===== config.mk =====
export PLATFORM = sky130hd
export DESIGN_NAME = ntc_mul
export DESIGN_NICKNAME = d
export VERILOG_FILES = /design/src/rtl/ntc_pkg.sv /design/src/rtl/ntc_mul.sv
export SDC_FILE = /design/constraint.sdc
export NUM_CORES = 2
export LEC_CHECK = 0
export ABC_AREA = 1
export BUFFER_PORTS_ARGS = -buffer_cell sky130_fd_sc_hd__buf_2
export CAP_MARGIN = 25
export CELL_PAD_IN_SITES_DETAIL_PLACEMENT = 0
export CELL_PAD_IN_SITES_GLOBAL_PLACEMENT = 1
export CORE_MARGIN = 2
export CORE_UTILIZATION = 50
export CTS_CLUSTER_DIAMETER = 40
export DETAILED_ROUTE_END_ITERATION = 8
export GPL_TIMING_DRIVEN = 1
export PLACE_DENSITY_LB_ADDON = 0.1
export SYNTH_ARGS = -nofsm -noshare
export SYNTH_HDL_FRONTEND = slang
export SYNTH_SLANG_ARGS = --single-unit

===== constraint.sdc =====
create_clock -name clock -period 9.96 [get_ports clock]
set_input_delay 1.992 -clock clock [delete_from_list [all_inputs] [get_ports clock]]
set_output_delay 1.992 -clock clock [all_outputs]
set_load 0.01 [all_outputs]

===== src/rtl/ntc_pkg.sv =====
// Package with the constants, types and the helper function of the NTC temperature converter.
`timescale 1ns / 1ps
`default_nettype none
package ntc_pkg;

   // Converter resolution and full-scale code.
   localparam int AdcBits   = 12;
   localparam int FullScale = (1 << AdcBits) - 1;

   // Field and register widths.
   localparam int SampleW = 12;
   localparam int TempW   = 18;
   localparam int ResW    = 20;
   localparam int BetaW   = 14;
   localparam int NomW    = 15;
   localparam int CsrIdxW = 8;

   // Datapath widths.
   localparam int MulW  = 33;
   localparam int ProdW = 2 * MulW;
   localparam int NumW  = 54;
   localparam int DenW  = 42;

   // Register indexes of the configuration port.
   localparam logic [CsrIdxW-1:0] CsrSeries  = 8'd0;
   localparam logic [CsrIdxW-1:0] CsrNominal = 8'd1;
   localparam logic [CsrIdxW-1:0] CsrBeta    = 8'd2;
   localparam logic [CsrIdxW-1:0] CsrNomTemp = 8'd3;

   // Arithmetic constants.
   localparam logic [15:0] Ln2Q16      = 16'd45426;
   localparam logic [22:0] ScaleB      = 23'd6553600;
   localparam int          KelvinCenti = 27315;
   localparam int          TempMax     = 100000;
   localparam int          TempMin     = -27315;
   localparam int          SatLimit    = TempMax + KelvinCenti;

   // Status returned by the divider.
   typedef struct packed {
      logic            done;
      logic [NumW-1:0] quot;
   } div_stat_type;

   // Index of the highest set bit of a resistance or sample value.
   function automatic logic [4:0] lead_one(input logic [ResW-1:0] x);
      logic [4:0] pos;
      pos = 5'd0;
      for (int i = 0; i < ResW; i++) begin
         if (x[i]) begin
            pos = 5'(i);
         end
      end
      return pos;
   endfunction

endpackage
`default_nettype wire


===== src/rtl/ntc_mul.sv =====
// Shared signed multiplier with a registered product.
`timescale 1ns / 1ps
`default_nettype none
module ntc_mul
   import ntc_pkg::*;
(
   input  wire logic                    clock,
   input  wire logic signed [MulW-1:0]  mul_a,
   input  wire logic signed [MulW-1:0]  mul_b,
   output      logic signed [ProdW-1:0] mul_p_ff
);

   logic signed [ProdW-1:0] mul_p_in;

   // One product per cycle; it is visible in the following cycle.
   assign mul_p_in = ProdW'(mul_a) * ProdW'(mul_b);

   always_ff @(posedge clock) begin
      mul_p_ff <= mul_p_in;
   end

endmodule
`default_nettype wire


=== Word-level counts from Yosys, hierarchy flattened ===
Cells that the tools add are included.

* Multiply operators: 1

{| class="wikitable"
|+ Operator list
! cell !! number
|-
| 33-bit by 33-bit multiplier with 66-bit output || 1
|}

* Register bits: 66

=== Logic depth before layout (Yosys ltp) ===
* Depth after elaboration: 1
* Depth in mapped cells: 34
* Depth with buffers taken out: 32

=== Worst setup path after synthesis ===
Ideal clock, no wire load.

* Path kind: input to register
* From: input port mul_a[32]
* To: register mul_p_ff[60]
* Cell stages on the path: 23
* Setup time: 113 ps
* Path buffers: 2
* Arrival: 8635 ps
* Path slack: 1212 ps
* Cell sequence: clkbuf_1 -> clkbuf_1 -> nand2_1 -> inv_1 -> fa_1 -> fa_1 -> fa_1 -> fa_1 -> inv_1 -> fa_1 -> fa_1 -> fa_1 -> fa_1 -> inv_1 -> ha_1 -> nand2_1 -> nor2_1 -> inv_1 -> nor3_1 -> nand2_1 -> and2_0 -> nand4_1 -> nand2_1

* Longest elaborated chain between the ends: 1

{| class="wikitable"
|+ Ends and longest elaborated chain
! what !! RTL line !! source
|-
| from (decl) || ntc_mul.sv:8 || <nowiki>input wire logic signed [MulW-1:0] mul_a,</nowiki>
|-
| 33-bit by 33-bit multiplier with 66-bit output || ntc_mul.sv:16 || <nowiki>assign mul_p_in = ProdW'(mul_a) * ProdW'(mul_b);</nowiki>
|-
| via mul_p_in[60] || ntc_mul.sv:13 || <nowiki>logic signed [ProdW-1:0] mul_p_in;</nowiki>
|-
| to (signal assigned) || ntc_mul.sv:19 || <nowiki>mul_p_ff <= mul_p_in;</nowiki>
|-
| to (decl) || ntc_mul.sv:10 || <nowiki>output logic signed [ProdW-1:0] mul_p_ff</nowiki>
|}

The timed path passes the listed nets, and every way through them passes these cells.

=== Final worst setup path ===
* From: input port mul_a[32]
* To: register mul_p_ff[58]

Same word-level chain as after synthesis.

==> results.md <==
- Vert. Die Dim: 298 um
- Die area: 88700 um^2
- Layout area overhead: 4.72%
- Starting density of the core: 0.505
- Setup CP Type: primary input to register
- Dpl cell area: 44900 um^2
- Vias in the first global route: 35800
- Post-synthesis async set-or-reset flop share: 0
- Site Rows: 107
- CTS Sinks: 66
- Flip-flop and latch count after synthesis: 66
- Slew HR: 0.361
- Biggest registers after layout: mul_p_ff (66)
- DRT antenna net count: 0
- Detailed placement HPWL: 107 mm
- Number of remaining DRC errors: 0
- Largest fanout on the critical path: 19
- WP data required: 10.17 ns
- Syn Area/Cell: 7.78 um^2
- Fin. Hold Viols: 0
- Largest net degree at the start of global routing: 34
- Clk buf depth: 2
- Die width: 298 um
- DR WL/cell: 18.6 um
- Status: finished, final reports clean
- Synth Net Count: 6978
- Biggest register: mul_p_ff
- Final Cycle Share: 0.916
- Global route overflow: 0
- # port buffers: 132
- IO Pins: 133
- Synth unique cells: 32
- MaxCap Viol Count: 0
- Slew @ Worst Pin: 0.958 ns
- Mapped Cells: 5549
- 1st-iter DRT viols: 2193
- Clock Tree Root: clkbuf_16
- Hold WC Path Type: primary input to register
- Total CTS buffers: 9
- Setup_tns: 0 ns
- Primary FF master, synth: dfxtp_1
- Pre-CTS WS: 0.406 ns
- Register area share after synthesis: 0.0306
- Total Wirelength: 124 mm
- Fin area: 45200 um^2
- Critical Path AT: 9.33 ns
- # Post-CTS Setup Buffers: 0
- Post-CTS sizing: 0
- Cts-stage hold buffer count: 0
- Fin nets: 6938
- DR pass1 iterations: 7
- H-Tree Depth: 3
- RePlAce Congestion: 0.948
- Via Count: 32100
- Tmin final: 9.12 ns
- CTS clk-pin slew, worst paths: 0.06 ns
- Ys Warns: 0
- Synthesized cell area: 43200 um^2
- Gr usage total: 0.297
- Final slew viol count: 0
- RSZ-0062 raised after global routing: no
- Largest register FFs: 66
- CTS tree: done
- Crit start category: primary input
- Share of cells above drive strength 1: 0.0528
- Setup crit end kind: register
- Setup ws final: 0.838 ns
- Post-synth EDFFs: 0
- Initial antenna violation count: 4
- Global-route wire length before repair: 203 mm
- Vias per inst: 4.82
- Core Region: 85400 um^2
- Number of setup violations in the final report: 0
- Highest clock rate: 110 MHz
[final timing paths]
kind / from / to / slack [ns] / cells past startpoint
setup / recovery: mul_a[32] / mul_p_ff[58] / 0.84 / 24
hold / removal: mul_a[0] / mul_p_ff[0] / 2.33 / 4
[kinds of logic after synthesis]
logic type	Yosys count	synth area share
AOI/OAI and AO/OA	105	0.0134
buffers and inverters	2165	0.188
DFF	66	0.0306
xor gates and xnor gates	39	0.00791
adders and majority gates	1362	0.594
and+or+nand+nor	1812	0.166
[worst max-delay path, stage by stage]
cell and delay, ns:
buf_2 0.33, buf_4 0.37, nand2_1 0.12, fa_1 0.53, fa_1 0.44, fa_1 0.58, inv_1 0.07, fa_1 1.13
fa_1 0.58, fa_1 0.50, fa_1 0.49, inv_1 0.05, fa_1 0.48, inv_1 0.04, ha_1 0.43, nand2_1 0.13
nor2_1 0.17, inv_1 0.08, nor2_2 0.17, nand2_1 0.11, nor3_1 0.15, nand2_1 0.14, nand4_1 0.12, nand2_1 0.12
[Yosys cell counts (2+ instances only)]
master	count	area, um^2
xnor2_1	4	35.0
nor2_1	125	469
clkbuf_1	261	980
o21bai_1	12	90.1
nand3_2	8	80.1
dfxtp_1	66	1320
inv_2	6	22.5
a21oi_2	3	26.3
fa_1	1145	22900
nand2_1	1523	5720
o21ai_1	6	30.0
nor3_1	8	40.0
buf_1	2	7.51
xor2_1	35	307
nand4_1	19	119
ha_1	217	2720
a21o_1	3	22.5
nor4_1	5	31.3
a21oi_1	61	305
nor2_2	22	138
nand3b_1	4	30.0
inv_1	1896	7120
or2_2	5	31.3
and2_1	2	12.5
nand2_2	15	93.8
nand3_1	70	350
nor2_4	4	45.0
o21ai_0	18	90.1
[routing by layer]
layer,track usage,part of all wire,vias to the layer above
met1,0.401,0.43,16200
li1,-,-,14900
met5,0,0,-
met4,0.0772,0.031,0
met2,0.515,0.49,856
met3,0.0298,0.051,175
[layout by cell type, fill, tap and decap left out, types with 3 or more instances in the layout]
cell type  count
a21o_1         3
a21oi_1       61
a21oi_2        3
buf_2        132
buf_4         77
clkbuf_16      9
clkinv_4       3
dfxtp_1       66
fa_1        1145
ha_1         217
inv_1       1896
inv_2          6
nand2_1     1523
nand2_2       15
nand3_1       70
nand3_2        8
nand3b_1       4
nand4_1       19
nor2_1       125
nor2_2        22
nor2_4         4
nor3_1         8
nor4_1         5
o21ai_0       18
o21ai_1        6
o21bai_1      12
or2_2          5
xnor2_1        4
xor2_1        35
[through the flow]
step                hold slack [ns]  instances  utilization
floorplan                      2.26       5549            -
global placement               2.39       6641        0.526
detailed placement             2.39       6641        0.526
CTS                            2.33       6657        0.529
global route                   2.37       6658        0.529
finish                         2.33       6660        0.529
[cell type report]
type	count	area [um^2]
Clock inverter	7	55.1
Inverter	1902	7140
Antenna cell	2	5.00
Clock buffer	9	225
Tap cell	1144	1430
Fill cell	8539	40200
Timing Repair Buffer	212	1310
Multi-Input combinational cell	3318	33700
Sequential cell	66	1320
Power is not shown: default switching activity piles up to over one toggle a cycle in this logic, so the estimate is an artifact.
