==> src/rtl/ntc_pkg.sv <==
// Package with the constants, types and the helper function of the NTC temperature converter.
`timescale 1ns / 1ps
`default_nettype none
package ntc_pkg;

   // Converter resolution and full-scale code.
   localparam int AdcBits   = 12;
   localparam int FullScale = (1 << AdcBits) - 1;

   // Field and register widths.
   localparam int SampleW = 12;
   localparam int TempW   = 18;
   localparam int ResW    = 20;
   localparam int BetaW   = 14;
   localparam int NomW    = 15;
   localparam int CsrIdxW = 8;

   // Datapath widths.
   localparam int MulW  = 33;
   localparam int ProdW = 2 * MulW;
   localparam int NumW  = 54;
   localparam int DenW  = 42;

   // Register indexes of the configuration port.
   localparam logic [CsrIdxW-1:0] CsrSeries  = 8'd0;
   localparam logic [CsrIdxW-1:0] CsrNominal = 8'd1;
   localparam logic [CsrIdxW-1:0] CsrBeta    = 8'd2;
   localparam logic [CsrIdxW-1:0] CsrNomTemp = 8'd3;

   // Arithmetic constants.
   localparam logic [15:0] Ln2Q16      = 16'd45426;
   localparam logic [22:0] ScaleB      = 23'd6553600;
   localparam int          KelvinCenti = 27315;
   localparam int          TempMax     = 100000;
   localparam int          TempMin     = -27315;
   localparam int          SatLimit    = TempMax + KelvinCenti;

   // Status returned by the divider.
   typedef struct packed {
      logic            done;
      logic [NumW-1:0] quot;
   } div_stat_type;

   // Index of the highest set bit of a resistance or sample value.
   function automatic logic [4:0] lead_one(input logic [ResW-1:0] x);
      logic [4:0] pos;
      pos = 5'd0;
      for (int i = 0; i < ResW; i++) begin
         if (x[i]) begin
            pos = 5'(i);
         end
      end
      return pos;
   endfunction

endpackage
`default_nettype wire

==> src/rtl/ntc_div.sv <==
// Restoring divider that produces one quotient bit per cycle.
`timescale 1ns / 1ps
`default_nettype none
module ntc_div
   import ntc_pkg::*;
(
   input  wire logic            clock,
   input  wire logic            reset,
   input  wire logic            div_start,
   input  wire logic [NumW-1:0] div_num,
   input  wire logic [DenW-1:0] div_den,
   output      div_stat_type    div_stat
);

   logic [NumW-1:0] num_ff, num_in;
   logic [NumW-1:0] quot_ff, quot_in;
   logic [DenW:0]   rem_ff, rem_in;
   logic [DenW-1:0] den_ff, den_in;
   logic [5:0]      count_ff, count_in;
   logic            busy_ff, busy_in;
   logic            done_ff, done_in;
   logic [DenW:0]   rem_shift;
   logic            fits;

   // Shift in the next numerator bit and try to subtract the divisor.
   assign rem_shift = {rem_ff[DenW-1:0], num_ff[NumW-1]};
   assign fits      = rem_shift >= {1'b0, den_ff};

   always_comb begin
      num_in   = num_ff;
      quot_in  = quot_ff;
      rem_in   = rem_ff;
      den_in   = den_ff;
      count_in = count_ff;
      busy_in  = busy_ff;
      done_in  = 1'b0;
      if (div_start) begin
         num_in   = div_num;
         den_in   = div_den;
         rem_in   = '0;
         quot_in  = '0;
         count_in = '0;
         busy_in  = 1'b1;
      end else if (busy_ff) begin
         num_in   = {num_ff[NumW-2:0], 1'b0};
         rem_in   = fits ? (rem_shift - {1'b0, den_ff}) : rem_shift;
         quot_in  = {quot_ff[NumW-2:0], fits};
         count_in = count_ff + 6'd1;
         if (count_ff == 6'(NumW - 1)) begin
            busy_in = 1'b0;
            done_in = 1'b1;
         end
      end
   end

   always_ff @(posedge clock) begin
      if (reset) begin
         busy_ff  <= 1'b0;
         done_ff  <= 1'b0;
         count_ff <= '0;
      end else begin
         busy_ff  <= busy_in;
         done_ff  <= done_in;
         count_ff <= count_in;
      end
      num_ff  <= num_in;
      quot_ff <= quot_in;
      rem_ff  <= rem_in;
      den_ff  <= den_in;
   end

   assign div_stat.done = done_ff;
   assign div_stat.quot = quot_ff;

endmodule
`default_nettype wire

==> config.mk <==
export PLATFORM = sky130hd
export DESIGN_NAME = ntc_div
export DESIGN_NICKNAME = d
export VERILOG_FILES = /design/src/rtl/ntc_pkg.sv /design/src/rtl/ntc_div.sv
export SDC_FILE = /design/constraint.sdc
export NUM_CORES = 1
export LEC_CHECK = 0
export ABC_CLOCK_PERIOD_IN_PS = 2590
export BUFFER_PORTS_ARGS = -buffer_cell sky130_fd_sc_hd__buf_4
export CAP_MARGIN = 15
export CORE_MARGIN = 3
export CORE_UTILIZATION = 40
export CTS_CLUSTER_SIZE = 20
export DETAILED_ROUTE_END_ITERATION = 10
export PLACE_DENSITY = 0.69
export RECOVER_POWER = 100
export SLEW_MARGIN = 20
export SYNTH_ARGS = -nofsm -noshare
export SYNTH_HDL_FRONTEND = slang
export SYNTH_SLANG_ARGS = --single-unit
export TNS_END_PERCENT = 20
==> constraint.sdc <==
create_clock -name clock -period 2.59 [get_ports clock]
set_input_delay 0.3885 -clock clock [delete_from_list [all_inputs] [get_ports clock]]
set_output_delay 0.3885 -clock clock [all_outputs]
set_load 0.005 [all_outputs]
==> Word level (Yosys, flattened, before mapping) <==
Cells that the tools add are included.
{ "word_totals": {"ramBits": 0, "elab_cells": 22, "regBits": 200, "memories": 0, "romBits": 0, "output_inout_bits": 55, "latchBits": 0} }
{ "op_classes": {"div_mod_pow": 0, "mul": 0, "bitwise_logic": 1, "muxes": 7, "n_reduce_logical": 3, "eq_ne": 1, "order_cmp": 1, "shift": 0, "addsub": 2} }
{ "ops": {"columns": ["op", "n"], "rows": [
  ["$mux 54", 2],
  ["$ge 43x42->1", 1],
  ["$mux 42", 1],
  ["$sub 42x42->42", 1],
  ["$add 6x1->6 const B", 1],
  ["$eq 6x6->1 const B", 1],
  ["$mux 1", 4],
  ["$reduce_or 3->1", 1],
  ["$reduce_bool 2->1", 1],
  ["$reduce_or 2->1", 1],
  ["$not 1->1", 1]
]} }

==> Longest topological paths before layout <==
Gate-level depths: netlist (run 1).
{ "depth": {"word_depth": 4, "ltp_mapped": 14, "depth_no_buf": 12} }

==> Worst setup path after synthesis (run 1) <==
Ideal clock, no wire load.
{ "synth_path": {"kind": "reg2reg", "from": "register num_ff[53]", "to": "register rem_ff[38]", "slack_ns": -0.047, "arrival_ns": 2.503, "path_stages_with_launch": 13, "n_path_buf": 0, "t_required_ns": 2.456, "path_cell_list": "edfxtp_1 > inv_1 > ha_1 > inv_1 > fa_1 > a21o_1 > a21oi_1 > o2111ai_1 > and2_1 > a211oi_1 > o21ai_0 > mux2i_1 > o22ai_1"} }
{ "synth_via": {"elab_chain_cells": 2} }
{ "synth_rtl": {"columns": ["item", "line", "text"], "rows": [
  ["start, declared", "ntc_div.sv:15", "logic [NumW-1:0] num_ff, num_in;"],
  ["start signal, assigned", "ntc_div.sv:66", "num_ff <= num_in;"],
  ["$sub 42x42->42 or $ge 43x42->1 (tied branches)", "ntc_div.sv:46, ntc_div.sv:27", null],
  ["$mux 42 *", "ntc_div.sv:46", "rem_in = fits ? (rem_shift - {1'b0, den_ff}) : rem_shift;"],
  ["end signal, assigned", "ntc_div.sv:68", "rem_ff <= rem_in;"],
  ["end, declared", "ntc_div.sv:17", "logic [DenW:0] rem_ff, rem_in;"]
]} }
Every way passes the cells marked *; elsewhere a longest branch is shown, timed or not.
A chain may end at the register's enable or synchronous reset.

==> Worst setup path in the final report (run 1) <==
{ "layout_path": {"from": "register den_ff[26]", "to": "register rem_ff[11]"} }
{ "layout_via": {"elab_chain_cells": 2} }
{ "layout_rtl": {"columns": ["item", "line", "text"], "rows": [
  ["start, declared", "ntc_div.sv:18", "logic [DenW-1:0] den_ff, den_in;"],
  ["start signal, assigned", "ntc_div.sv:69", "den_ff <= den_in;"],
  ["$ge 43x42->1", "ntc_div.sv:27", "assign fits = rem_shift >= {1'b0, den_ff};"],
  ["$mux 42", "ntc_div.sv:46", null]
]} }
Every way passes these cells.

==> results of run 1 <==
[worst max path at each step]
stage / end / cells after the start / slack, ns
after detailed placement: rem_ff[21]$_SDFFE_PP0P_ / 13 / -0.37
after global routing: rem_ff[7]$_SDFFE_PP0P_ / 13 / -0.34
final: rem_ff[11]$_SDFFE_PP0P_ / 11 / -0.14
after global placement: rem_ff[21]$_SDFFE_PP0P_ / 13 / -0.34
after CTS: rem_ff[11]$_SDFFE_PP0P_ / 13 / -0.12
after floorplan: rem_ff[31]$_SDFFE_PP0P_ / 11 / 0.005
[cells by family after synthesis]
group,Yosys count,share of synthesized area [%]
AND/OR/NAND/NOR,240,10.5
XOR/XNOR,42,3.62
flip-flops,200,48.8
multiplexers,133,13.7
adder cells (fa/ha/maj),45,5.61
AO/OA/AOI/OAI,202,12.7
buffers and inverters,119,5.09
[worst max-delay path, cell delays in order, from the launching register on]
cell and delay, ns:
edfxtp_1 0.35, inv_2 0.05, ha_4 0.29, nand4_1 0.20
buf_4 0.21, nor4_2 0.26, a31oi_2 0.17, o41ai_4 0.28
buf_4 0.22, bufbuf_16 0.28, mux2i_1 0.07, a211oi_1 0.25
[through the flow]
step           cells  setup WS [ns]
6_report        1609         -0.139
5_1_grt         1609         -0.339
4_1_cts         1606         -0.118
3_5_place_dp    1566         -0.367
3_3_place_gp    1566         -0.341
2_1_floorplan    981        0.00513
[what timing repair did]
item	4_1_cts	5_1_grt
gates resized for setup	77	35
hold buffers	0	0
endpoints found under the setup margin	43	43
setup buffers	8	2
gates cloned	1	1
pin swaps	31	19
[flip-flops by register name (all words and copies together), names as in the netlist]
register and cells:
den_ff 42, quot_ff 54, busy_ff 1, rem_ff 42, done_ff 1, num_ff 54
count_ff 6
[power groups by stage]
stage	clock, W	sequential (W)	combinational (W)
2_1_floorplan	0	0.00367	0.00107
3_5_place_dp	0	0.00368	0.00180
4_1_cts	0.00285	0.00363	0.00196
5_1_grt	0.00298	0.00365	0.00221
6_report	0.00276	0.00362	0.00202
3_3_place_gp	0	0.00368	0.00178
[metal layers]
layer  share of wire (%)  vias to the layer above  wire length (um)
li1                    -                     4102                 -
met1                  44                     3877             10900
met2                  47                      212             11500
met3                 7.1                       44              1760
met4                 2.1                        0               521
met5                   0                        -                 0
[final cells by class]
| class | instances | area, um^2 |
|---|---|---|
| clock buffers | 18 | 429 |
| clock inverters | 14 | 190 |
| fillers | 2197 | 10700 |
| inverters | 58 | 218 |
| multi-input cells | 662 | 5180 |
| flip-flops and latches | 200 | 4970 |
| well taps | 324 | 405 |
| repair buffers | 333 | 2560 |
[cell usage after synthesis, types with 21 or more instances]
library cell	instances	area, um^2
nor2_1	120	450
dfxtp_1	104	2080
edfxtp_1	96	2880
mux2i_1	80	801
inv_1	58	218
a21oi_1	57	285
mux2_2	53	597
nand2_1	45	169
ha_1	44	551
clkbuf_1	39	146
o21ai_0	35	175
a211oi_1	34	255
xnor2_1	29	254
nand4_1	21	131
[cells in the final DEF (no fill, tap or decap), drive strengths merged, types with 6 or more instances in the layout]
| cell type | netlist | layout |
|---|---|---|
| a211oi | 34 | 34 |
| a21o | 14 | 14 |
| a21oi | 57 | 57 |
| a22oi | 6 | 6 |
| buf | 22 | 232 |
| clkbuf | 39 | 118 |
| dfxtp | 104 | 104 |
| edfxtp | 96 | 96 |
| ha | 44 | 44 |
| inv | 58 | 67 |
| mux2 | 53 | 53 |
| mux2i | 80 | 80 |
| nand2 | 46 | 46 |
| nand2b | 7 | 7 |
| nand3 | 8 | 8 |
| nand4 | 21 | 21 |
| nor2 | 121 | 121 |
| nor3 | 14 | 14 |
| o21a | 6 | 6 |
| o21ai | 45 | 45 |
| o21bai | 9 | 9 |
| xnor2 | 29 | 29 |
| xor2 | 13 | 13 |
==> flow_summary.toml, run 1 <==
[pwr]
vdd_ir_drop_max_mv = 0.369
swShare_pct = 29.4
switchingPower_w = 0.00247
cellPowerDensity_nw_per_um2 = 602
finalPower_w = 0.00840
p_seq_share_pct = 43.1
p_leak_nw = 5.81
p_int_w = 0.00593
pwr-share-comb_pct = 24.0
p_clk_share_pct = 32.8

[grt]
grt-ovfl-total = 0
grt.met1_usage_pct = 23.1
grt_util_met2_pct = 29.0
grt_pass1_wl_um = 39800
grt-busiest-layer = "met2"
grt_use_met3_pct = 5.91
grt_pass1_vias = 8250
grt_usage_pct = 18.1
grt_max_degree = 71
antenna_found_initial = 0

[worst_setup_path]
required_ns = 2.94
crit_start = "den_ff[26]$_DFFE_PP_"
reg2reg_slack_ns = -0.14
end_kind = "register"
rr_startpoint = "den_ff[26]$_DFFE_PP_"
cp.arrival_ns = 3.08
cp_max_fo = 7
crit_type = "reg -> reg"
cp-start-kind = "register"
timing.rr.end = "rem_ff[11]$_SDFFE_PP0P_"
reg2reg_depth = 11

[timing]
fmax_mhz = 366
whs_ns = 0.0959
report.final.hold_viol_count = 0
setup_ws_ns = -0.139
final.period_utilization_pct = 105
fin_setup_tns_ns = -1.79
rsz0062_at_grt = "true"
fin_crit_ns = 2.73
fin_worst_skew_ns = 0.0188
max_slew_margin_pct = -9.10
tightest_slew_ns = 1.64
maxSlewViolCount = 30
setup_violations = 25

[drt]
detail-route-antenna-nets = 0
drtIter0Drc = 437
wl_per_cell_um = 15.3
routed_wl_um = 24600
drc = 0
routed-via-count = 8235
first_pass_iters = 5
via_per_inst = 5.12

[floorplanning]
die_h_um = 165
die_area_um2 = 27400
core-area_um2 = 24700
initial_utilization_pct = 41.2
die_w_um = 165
io_pins = 154
row_count = 57

[yosys]
postSynth.asyncResetShare_pct = 0
synthesis.area_um2 = 10200
ys_ff_latch = 200
synth_edf_count = 96
syn_inst = 981
syn_area_per_cell_um2 = 10.4
yosysSeqAreaShare_pct = 48.8
synth-warning-count = 0
synth-main-ff-cell = "dfxtp_1"
synth_nets = 1125
synth_cell_types = 57

[clock_tree]
cts_htree_levels = 4
clockBufferDepth = 2
cts_buffers = 17
cts_sinks = 200
clock-root-buffer = "clkbuf_16"
cts_tree = "built"
insertion_delay_ns = 0.44
clk_pin_slew_ns = 0.08

[cells_and_area]
final_util_pct = 56.5
stdcell_area_um2 = 14000
area_delta_synth_final_pct = 37.1
layout-drive-gt1-share_pct = 38.3
nNetsFinal = 1416
diodes = 0

[outcome]
status = "complete, but fails checks"
violations = "max-capacitance violations, max-slew violations, negative setup slack"

[place]
io_buffer_count = 153
placed_area_um2 = 12800
gp_congestion = 0.874
dp_hpwl_um = 17500

[worst_hold_path]
hold_path_class = "in -> reg"
holdPathStages = 2
min_to = "busy_ff$_SDFF_PP0_"
min_from = "reset"

[run]
maxCapViolations = 1
Power figures use the tool's default switching activity.
==> inputs of run 2 (changes only) <==
--- a/config.mk
+++ b/config.mk
@@ -5,14 +5,14 @@
 export SDC_FILE = /design/constraint.sdc
 export NUM_CORES = 1
 export LEC_CHECK = 0
-export ABC_CLOCK_PERIOD_IN_PS = 2590
+export ABC_CLOCK_PERIOD_IN_PS = 3190
 export BUFFER_PORTS_ARGS = -buffer_cell sky130_fd_sc_hd__buf_4
 export CAP_MARGIN = 15
 export CORE_MARGIN = 3
 export CORE_UTILIZATION = 40
 export CTS_CLUSTER_SIZE = 20
 export DETAILED_ROUTE_END_ITERATION = 10
-export PLACE_DENSITY = 0.69
+export PLACE_DENSITY = 0.66
 export RECOVER_POWER = 100
 export SLEW_MARGIN = 20
 export SYNTH_ARGS = -nofsm -noshare
==> constraint.sdc (replaced) <==
create_clock -name clock -period 3.19 [get_ports clock]
set_input_delay 0.4785 -clock clock [delete_from_list [all_inputs] [get_ports clock]]
set_output_delay 0.4785 -clock clock [all_outputs]
set_load 0.005 [all_outputs]
==> run 2 against run 1 <==
The run ends with max-capacitance violations, max-slew violations left. Global-route usage fell by 1.4 points. First-iteration DRC count decreased by 14%. Combinational power down 42%. Cell area is 12% lower. Non-clock buffer count fell by 158. Via count down 8.0%. Cell count decreased by 9.8%.
==> flow_summary.toml, run 2 (synthesized netlist as in run 1, its figures left out) <==
[pwr]
cellPowerDensity_nw_per_um2 = 521
p_leak_nw = 4.90
finalPower_w = 0.00636
vdd_ir_drop_max_mv = 0.358

[clock_tree]
clockBufferDepth = 2
cts_sinks = 200
cts_hold_repair.buffers = 0
cts_htree_levels = 4
post_cts_buffers = 0
clock-root-buffer = "clkbuf_16"
clk_pin_slew_ns = 0.08
cts_buffers = 17
cts_tree = "built"
insertion_delay_ns = 0.44

[floorplanning]
initial_utilization_pct = 41.2
die_w_um = 165
core-area_um2 = 24700
die_h_um = 165
io_pins = 154
row_count = 57
die_area_um2 = 27400

[timing]
maxSlewViolCount = 128
final.period_utilization_pct = 92.8
rsz0062_at_grt = "false"
report.final.hold_viol_count = 0
fin_crit_ns = 2.96
tightest_slew_ns = 2.13
max_slew_margin_pct = -41.8
setup_violations = 0
fin_setup_tns_ns = 0
fmax_mhz = 338
fin_worst_skew_ns = 0.0121

[cells_and_area]
top_regs = "num_ff x54, quot_ff x54"
layout-drive-gt1-share_pct = 22.4
area_delta_synth_final_pct = 20.0
diodes = 0
final_common_cell = "nor2_1"
layout_common_cells = "nor2_1 (119), dfxtp_1 (103), edfxtp_1 (96), mux2i_1 (80), clkbuf_4 (79)"
nNetsFinal = 1258

[grt]
grt_usage_pct = 16.7
grt_pass1_vias = 7379
grt-ovfl-total = 0
grt_max_degree = 98
antenna_found_initial = 1
grt_pass1_wl_um = 36700

[drt]
routed-via-count = 7580
wl_per_cell_um = 15.5
routed_wl_um = 22500
drc = 0
via_per_inst = 5.22
drtIter0Drc = 374
detail-route-antenna-nets = 0
first_pass_iters = 5

[run]
maxCapViolations = 2

[worst_setup_path]
crit_start = "den_ff[12]$_DFFE_PP_"
cp.arrival_ns = 3.24
cp-start-kind = "register"
end_kind = "register"
cp_max_fo = 18
crit_type = "reg -> reg"
required_ns = 3.47
rr_startpoint = "den_ff[12]$_DFFE_PP_"

[place]
gp_congestion = 0.884
io_buffer_count = 153
dp_hpwl_um = 16100

[outcome]
status = "complete, but fails checks"
violations = "max-capacitance violations, max-slew violations"

[worst_hold_path]
min_from = "reset"
hold_path_class = "in -> reg"
## run 2: changes by cell type in the layout (fill, tap and decap cells not counted), moves of 7 or more
cell / before / now
ha_4: 14 / 0
a21oi_2: 13 / 0
a21oi_1: 44 / 57
o21ai_1: 20 / 11
buf_4: 221 / 70
clkbuf_1: 14 / 21
ha_1: 28 / 42
o21ai_2: 7 / 0
o21ai_0: 17 / 33
## run 2: per-stage QoR
step / instance area [um^2] / hold WS, ns / setup WS, ns / cells / utilization (%)
2_1_floorplan: 10200 / 0.453 / 0.553 / 981 / -
3_3_place_gp: 11700 / 0.472 / 0.113 / 1419 / 47.3
3_5_place_dp: 11700 / 0.484 / 0.113 / 1419 / 47.3
4_1_cts: 12300 / 0.165 / 0.101 / 1451 / 49.7
5_1_grt: 12200 / 0.175 / 0.0224 / 1451 / 49.5
6_report: 12200 / 0.190 / 0.229 / 1451 / 49.5
## run 2: power breakdown
part	leakage [nW]	total (W)	internal (W)	switching (W)
Clock	0.295	0.00223	0.00108	0.00115
Sequential	1.80	0.00295	0.00287	0.0000808
Combinational	2.80	0.00118	0.000543	0.000636
Total	4.90	0.00636	0.00450	0.00186
## run 2: cell type report
| type | count | area [um^2] |
|---|---|---|
| clock buffers | 18 | 429 |
| clock inverters | 14 | 185 |
| inverters | 58 | 218 |
| multi-input cells | 662 | 4740 |
| repair buffers | 175 | 1270 |
| flip-flops and latches | 200 | 4970 |
| fillers | 2316 | 12500 |
| well taps | 324 | 405 |
## run 2: final timing paths
| check | to | slack [ns] | cells after the start |
|---|---|---|---|
| hold / removal | busy_ff$_SDFF_PP0_ | 0.19 | 2 |
| hold reg to reg | rem_ff[2]$_SDFFE_PP0P_ | 0.49 | 2 |
| setup reg to reg | rem_ff[10]$_SDFFE_PP0P_ | 0.23 | 12 |
| setup / recovery | rem_ff[10]$_SDFFE_PP0P_ | 0.23 | 12 |
## run 2: timing repair
action,in CTS,in global routing
gates resized for setup,0,11
hold endpoints to repair,0,0
setup endpoints to repair,0,28
## run 2: worst max-delay path: stages, from the launching register on
cell	delay, ns
edfxtp_1	0.35
inv_1	0.05
ha_1	0.38
a21oi_1	0.12
o21ai_1	0.22
o21ai_0	0.12
a21oi_1	0.25
a31oi_1	0.24
o41ai_4	0.35
buf_4	0.24
buf_12	0.17
mux2i_1	0.20
a211oi_1	0.09
## run 2: per-layer routing
| metal | GRT usage (%) | wire length, um |
|---|---|---|
| met1 | 22.3 | 10200 |
| met2 | 25.3 | 10100 |
| met3 | 6.06 | 1760 |
| met4 | 5.41 | 356 |
| met5 | 0 | 13 |
==> inputs of run 3 (changes only) <==
--- a/config.mk
+++ b/config.mk
@@ -5,7 +5,8 @@
 export SDC_FILE = /design/constraint.sdc
 export NUM_CORES = 1
 export LEC_CHECK = 0
-export ABC_CLOCK_PERIOD_IN_PS = 3190
+export ABC_AREA = 1
+export ABC_CLOCK_PERIOD_IN_PS = 2840
 export BUFFER_PORTS_ARGS = -buffer_cell sky130_fd_sc_hd__buf_4
 export CAP_MARGIN = 15
 export CORE_MARGIN = 3
==> constraint.sdc (replaced) <==
create_clock -name clock -period 2.84 [get_ports clock]
set_input_delay 0.426 -clock clock [delete_from_list [all_inputs] [get_ports clock]]
set_output_delay 0.426 -clock clock [all_outputs]
set_load 0.005 [all_outputs]
==> run 3 against run 2 <==
The run still ends with max-capacitance violations, max-slew violations left. Register-to-register slack better by 0.06 ns. Via count up 25%. Worst hold slack worse by 0.015 ns. Sequential share of layout area down 1.9 points. Total power up 1.5%. Critical path depth down 7. Non-clock buffer count down 10. Flip-flop and latch count unchanged. Critical path type is now in -> reg.
==> flow_summary.toml, run 3 <==
[place]
gp_congestion = 0.960
dp_cells = 1910
io_buffer_count = 153
dp_hpwl_um = 20800
placed_area_um2 = 12300

[yosys]
syn_area_per_cell_um2 = 7.41
synthesis.area_um2 = 10800
synth_nets = 1601
synth_most_common_cell = "nand2_1"
synth-main-ff-cell = "dfxtp_1"
yosys.area.top_type = "edfxtp_1"
yosys.area.top_type_share_pct = 26.7
synth_edf_count = 96
synth_cell_types = 34
netlist_top_cells_count = "nand2_1 (519), inv_1 (216), nor2_1 (134)"
yosysSeqAreaShare_pct = 46.0
ys_top_cells_by_area = "edfxtp_1 (27%), dfxtp_1 (19%), nand2_1 (18%)"
ys_ff_latch = 200
synth-warning-count = 0
postSynth.asyncResetShare_pct = 0
syn_inst = 1457

[clock_tree]
clk_pin_slew_ns = 0.09
cts_htree_levels = 4
cts_buffers = 17
cts_sinks = 200
cts_tree = "built"
postCtsResizedCells = 0
insertion_delay_ns = 0.45
clockBufferDepth = 2
post_cts_buffers = 0
cts_hold_repair.buffers = 0
clock-root-buffer = "clkbuf_16"

[timing]
final.period_utilization_pct = 90.1
fmax_mhz = 391
rsz0062_at_grt = "false"
tightest_slew_ns = 1.59
fin_crit_ns = 2.56
max_slew_margin_pct = -6.33
fin_worst_skew_ns = 0.0117
maxSlewViolCount = 80
fin_setup_tns_ns = 0
report.final.hold_viol_count = 0
setup_violations = 0

[drt]
detail-route-antenna-nets = 0
drtIter0Drc = 638
wl_met1_um = 13300
via_per_inst = 4.86
routed-via-count = 9441
wl_per_cell_um = 14.6
routed-wl-met2_um = 13100
drc = 0
first_pass_iters = 4
met3_length_um = 1760
routed_wl_um = 28400
top_signal_layer_used = "met4"

[pwr]
finalPower_w = 0.00645
cellPowerDensity_nw_per_um2 = 504
p_leak_nw = 6.22
vdd_ir_drop_max_mv = 0.300

[worst_setup_path]
cp-start-kind = "input port"
crit_type = "in -> reg"
required_ns = 3.02
path_buf_inv = 3
slowest_stage = "clkbuf_2"
worst_path_most_repeated_cell = "nand2_1"
cp_max_fo = 79
cp.arrival_ns = 2.74
cp_cell_sequence = "clkbuf_1 -> clkinv_1 -> clkbuf_2 -> nand2_1 -> nand2_1"
crit_family = "buffers and inverters"
end_kind = "register"
max_stage_delay_ns = 0.90

[run]
maxCapViolations = 1

[floorplanning]
core-area_um2 = 26300
initial_utilization_pct = 41.1
io_pins = 154
die_w_um = 170
row_count = 59
die_h_um = 170
die_area_um2 = 29000

[cells_and_area]
diodes = 0
instances_no_fill = 1942
final_common_cell = "nand2_1"
nNetsFinal = 1738
stdcell_area_um2 = 12800
layout_common_cells = "nand2_1 (519), inv_1 (217), nor2_1 (134), dfxtp_1 (104), edfxtp_1 (96)"
top_regs = "num_ff x54, quot_ff x54"
fill_cells = 2688
layout-drive-gt1-share_pct = 11.9
area_delta_synth_final_pct = 18.6

[grt]
grt_pass1_wl_um = 45900
grt_pass1_vias = 9110
grt-ovfl-total = 0
antenna_found_initial = 0
grt_usage_pct = 19.7
grt_max_degree = 108

[worst_hold_path]
hold_path_class = "in -> reg"

[outcome]
violations = "max-capacitance violations, max-slew violations"
status = "complete, but fails checks"
[run 3: cell types whose count changed after synthesis, moves of 18 or more]
| cell | delta |
|---|---|
| xnor2_1 | -18 |
| a211oi_1 | -34 |
| mux2i_1 | -80 |
| mux2_2 | -53 |
| nand3_1 | +53 |
| o22ai_1 | +49 |
| nand2_1 | +474 |
| inv_1 | +158 |
[run 3: per-layer routing]
layer / track usage [%] / vias to the layer above
met5: 0 / -
met4: 4.27 / 0
met3: 4.60 / 15
met2: 32.5 / 219
met1: 26.4 / 4303
li1: - / 4904
[run 3: layout make-up]
class | instances | area (um^2) | share of cell area [%]
clock buffers | 17 | 425 | 3.32
flip-flops and latches | 200 | 4960 | 38.8
well taps | 335 | 419 | 3.27
repair buffers | 165 | 1160 | 9.10
inverters | 222 | 833 | 6.51
clock inverters | 15 | 201 | 1.57
multi-input cells | 988 | 4790 | 37.4
[run 3: final timing paths]
check / to / cells after the start / slack, ns / startpoint
max reg2reg: rem_ff[13]$_SDFFE_PP0P_ / 14 / 0.29 / den_ff[10]$_DFFE_PP_
min: den_ff[7]$_DFFE_PP_ / 1 / 0.18 / div_den[7]
min reg2reg: quot_ff[44]$_SDFFE_PP0P_ / 2 / 0.48 / quot_ff[43]$_SDFFE_PP0P_
max: num_ff[52]$_DFFE_PP_ / 5 / 0.28 / div_start
[run 3: kinds of logic after synthesis]
| kind of cell | count (synthesis) | synth area share, % |
|---|---|---|
| buffers and inverters | 269 | 9.61 |
| adders and majority gates | 45 | 5.29 |
| xor gates and xnor gates | 22 | 1.78 |
| and+or+nand+nor | 780 | 29.7 |
| AOI/OAI and AO/OA | 141 | 7.66 |
| DFF | 200 | 46.0 |
[run 3: metrics by stage]
step                      hold WS [ns]  util [%]  worst slack [ns]
after global placement           0.472      46.8             0.370
after CTS                        0.139      49.2             0.326
after floorplan                  0.459         -             0.748
final                            0.175      48.7             0.283
after global routing             0.156      48.7            0.0549
after detailed placement         0.476      46.8             0.378
[run 3: where the power goes]
group | internal (W) | leakage (nW) | switching (W) | total, W
clock network | 0.00124 | 0.307 | 0.00137 | 0.00262
registers | 0.00318 | 1.80 | 0.0000382 | 0.00321
logic | 0.000228 | 4.11 | 0.000393 | 0.000621
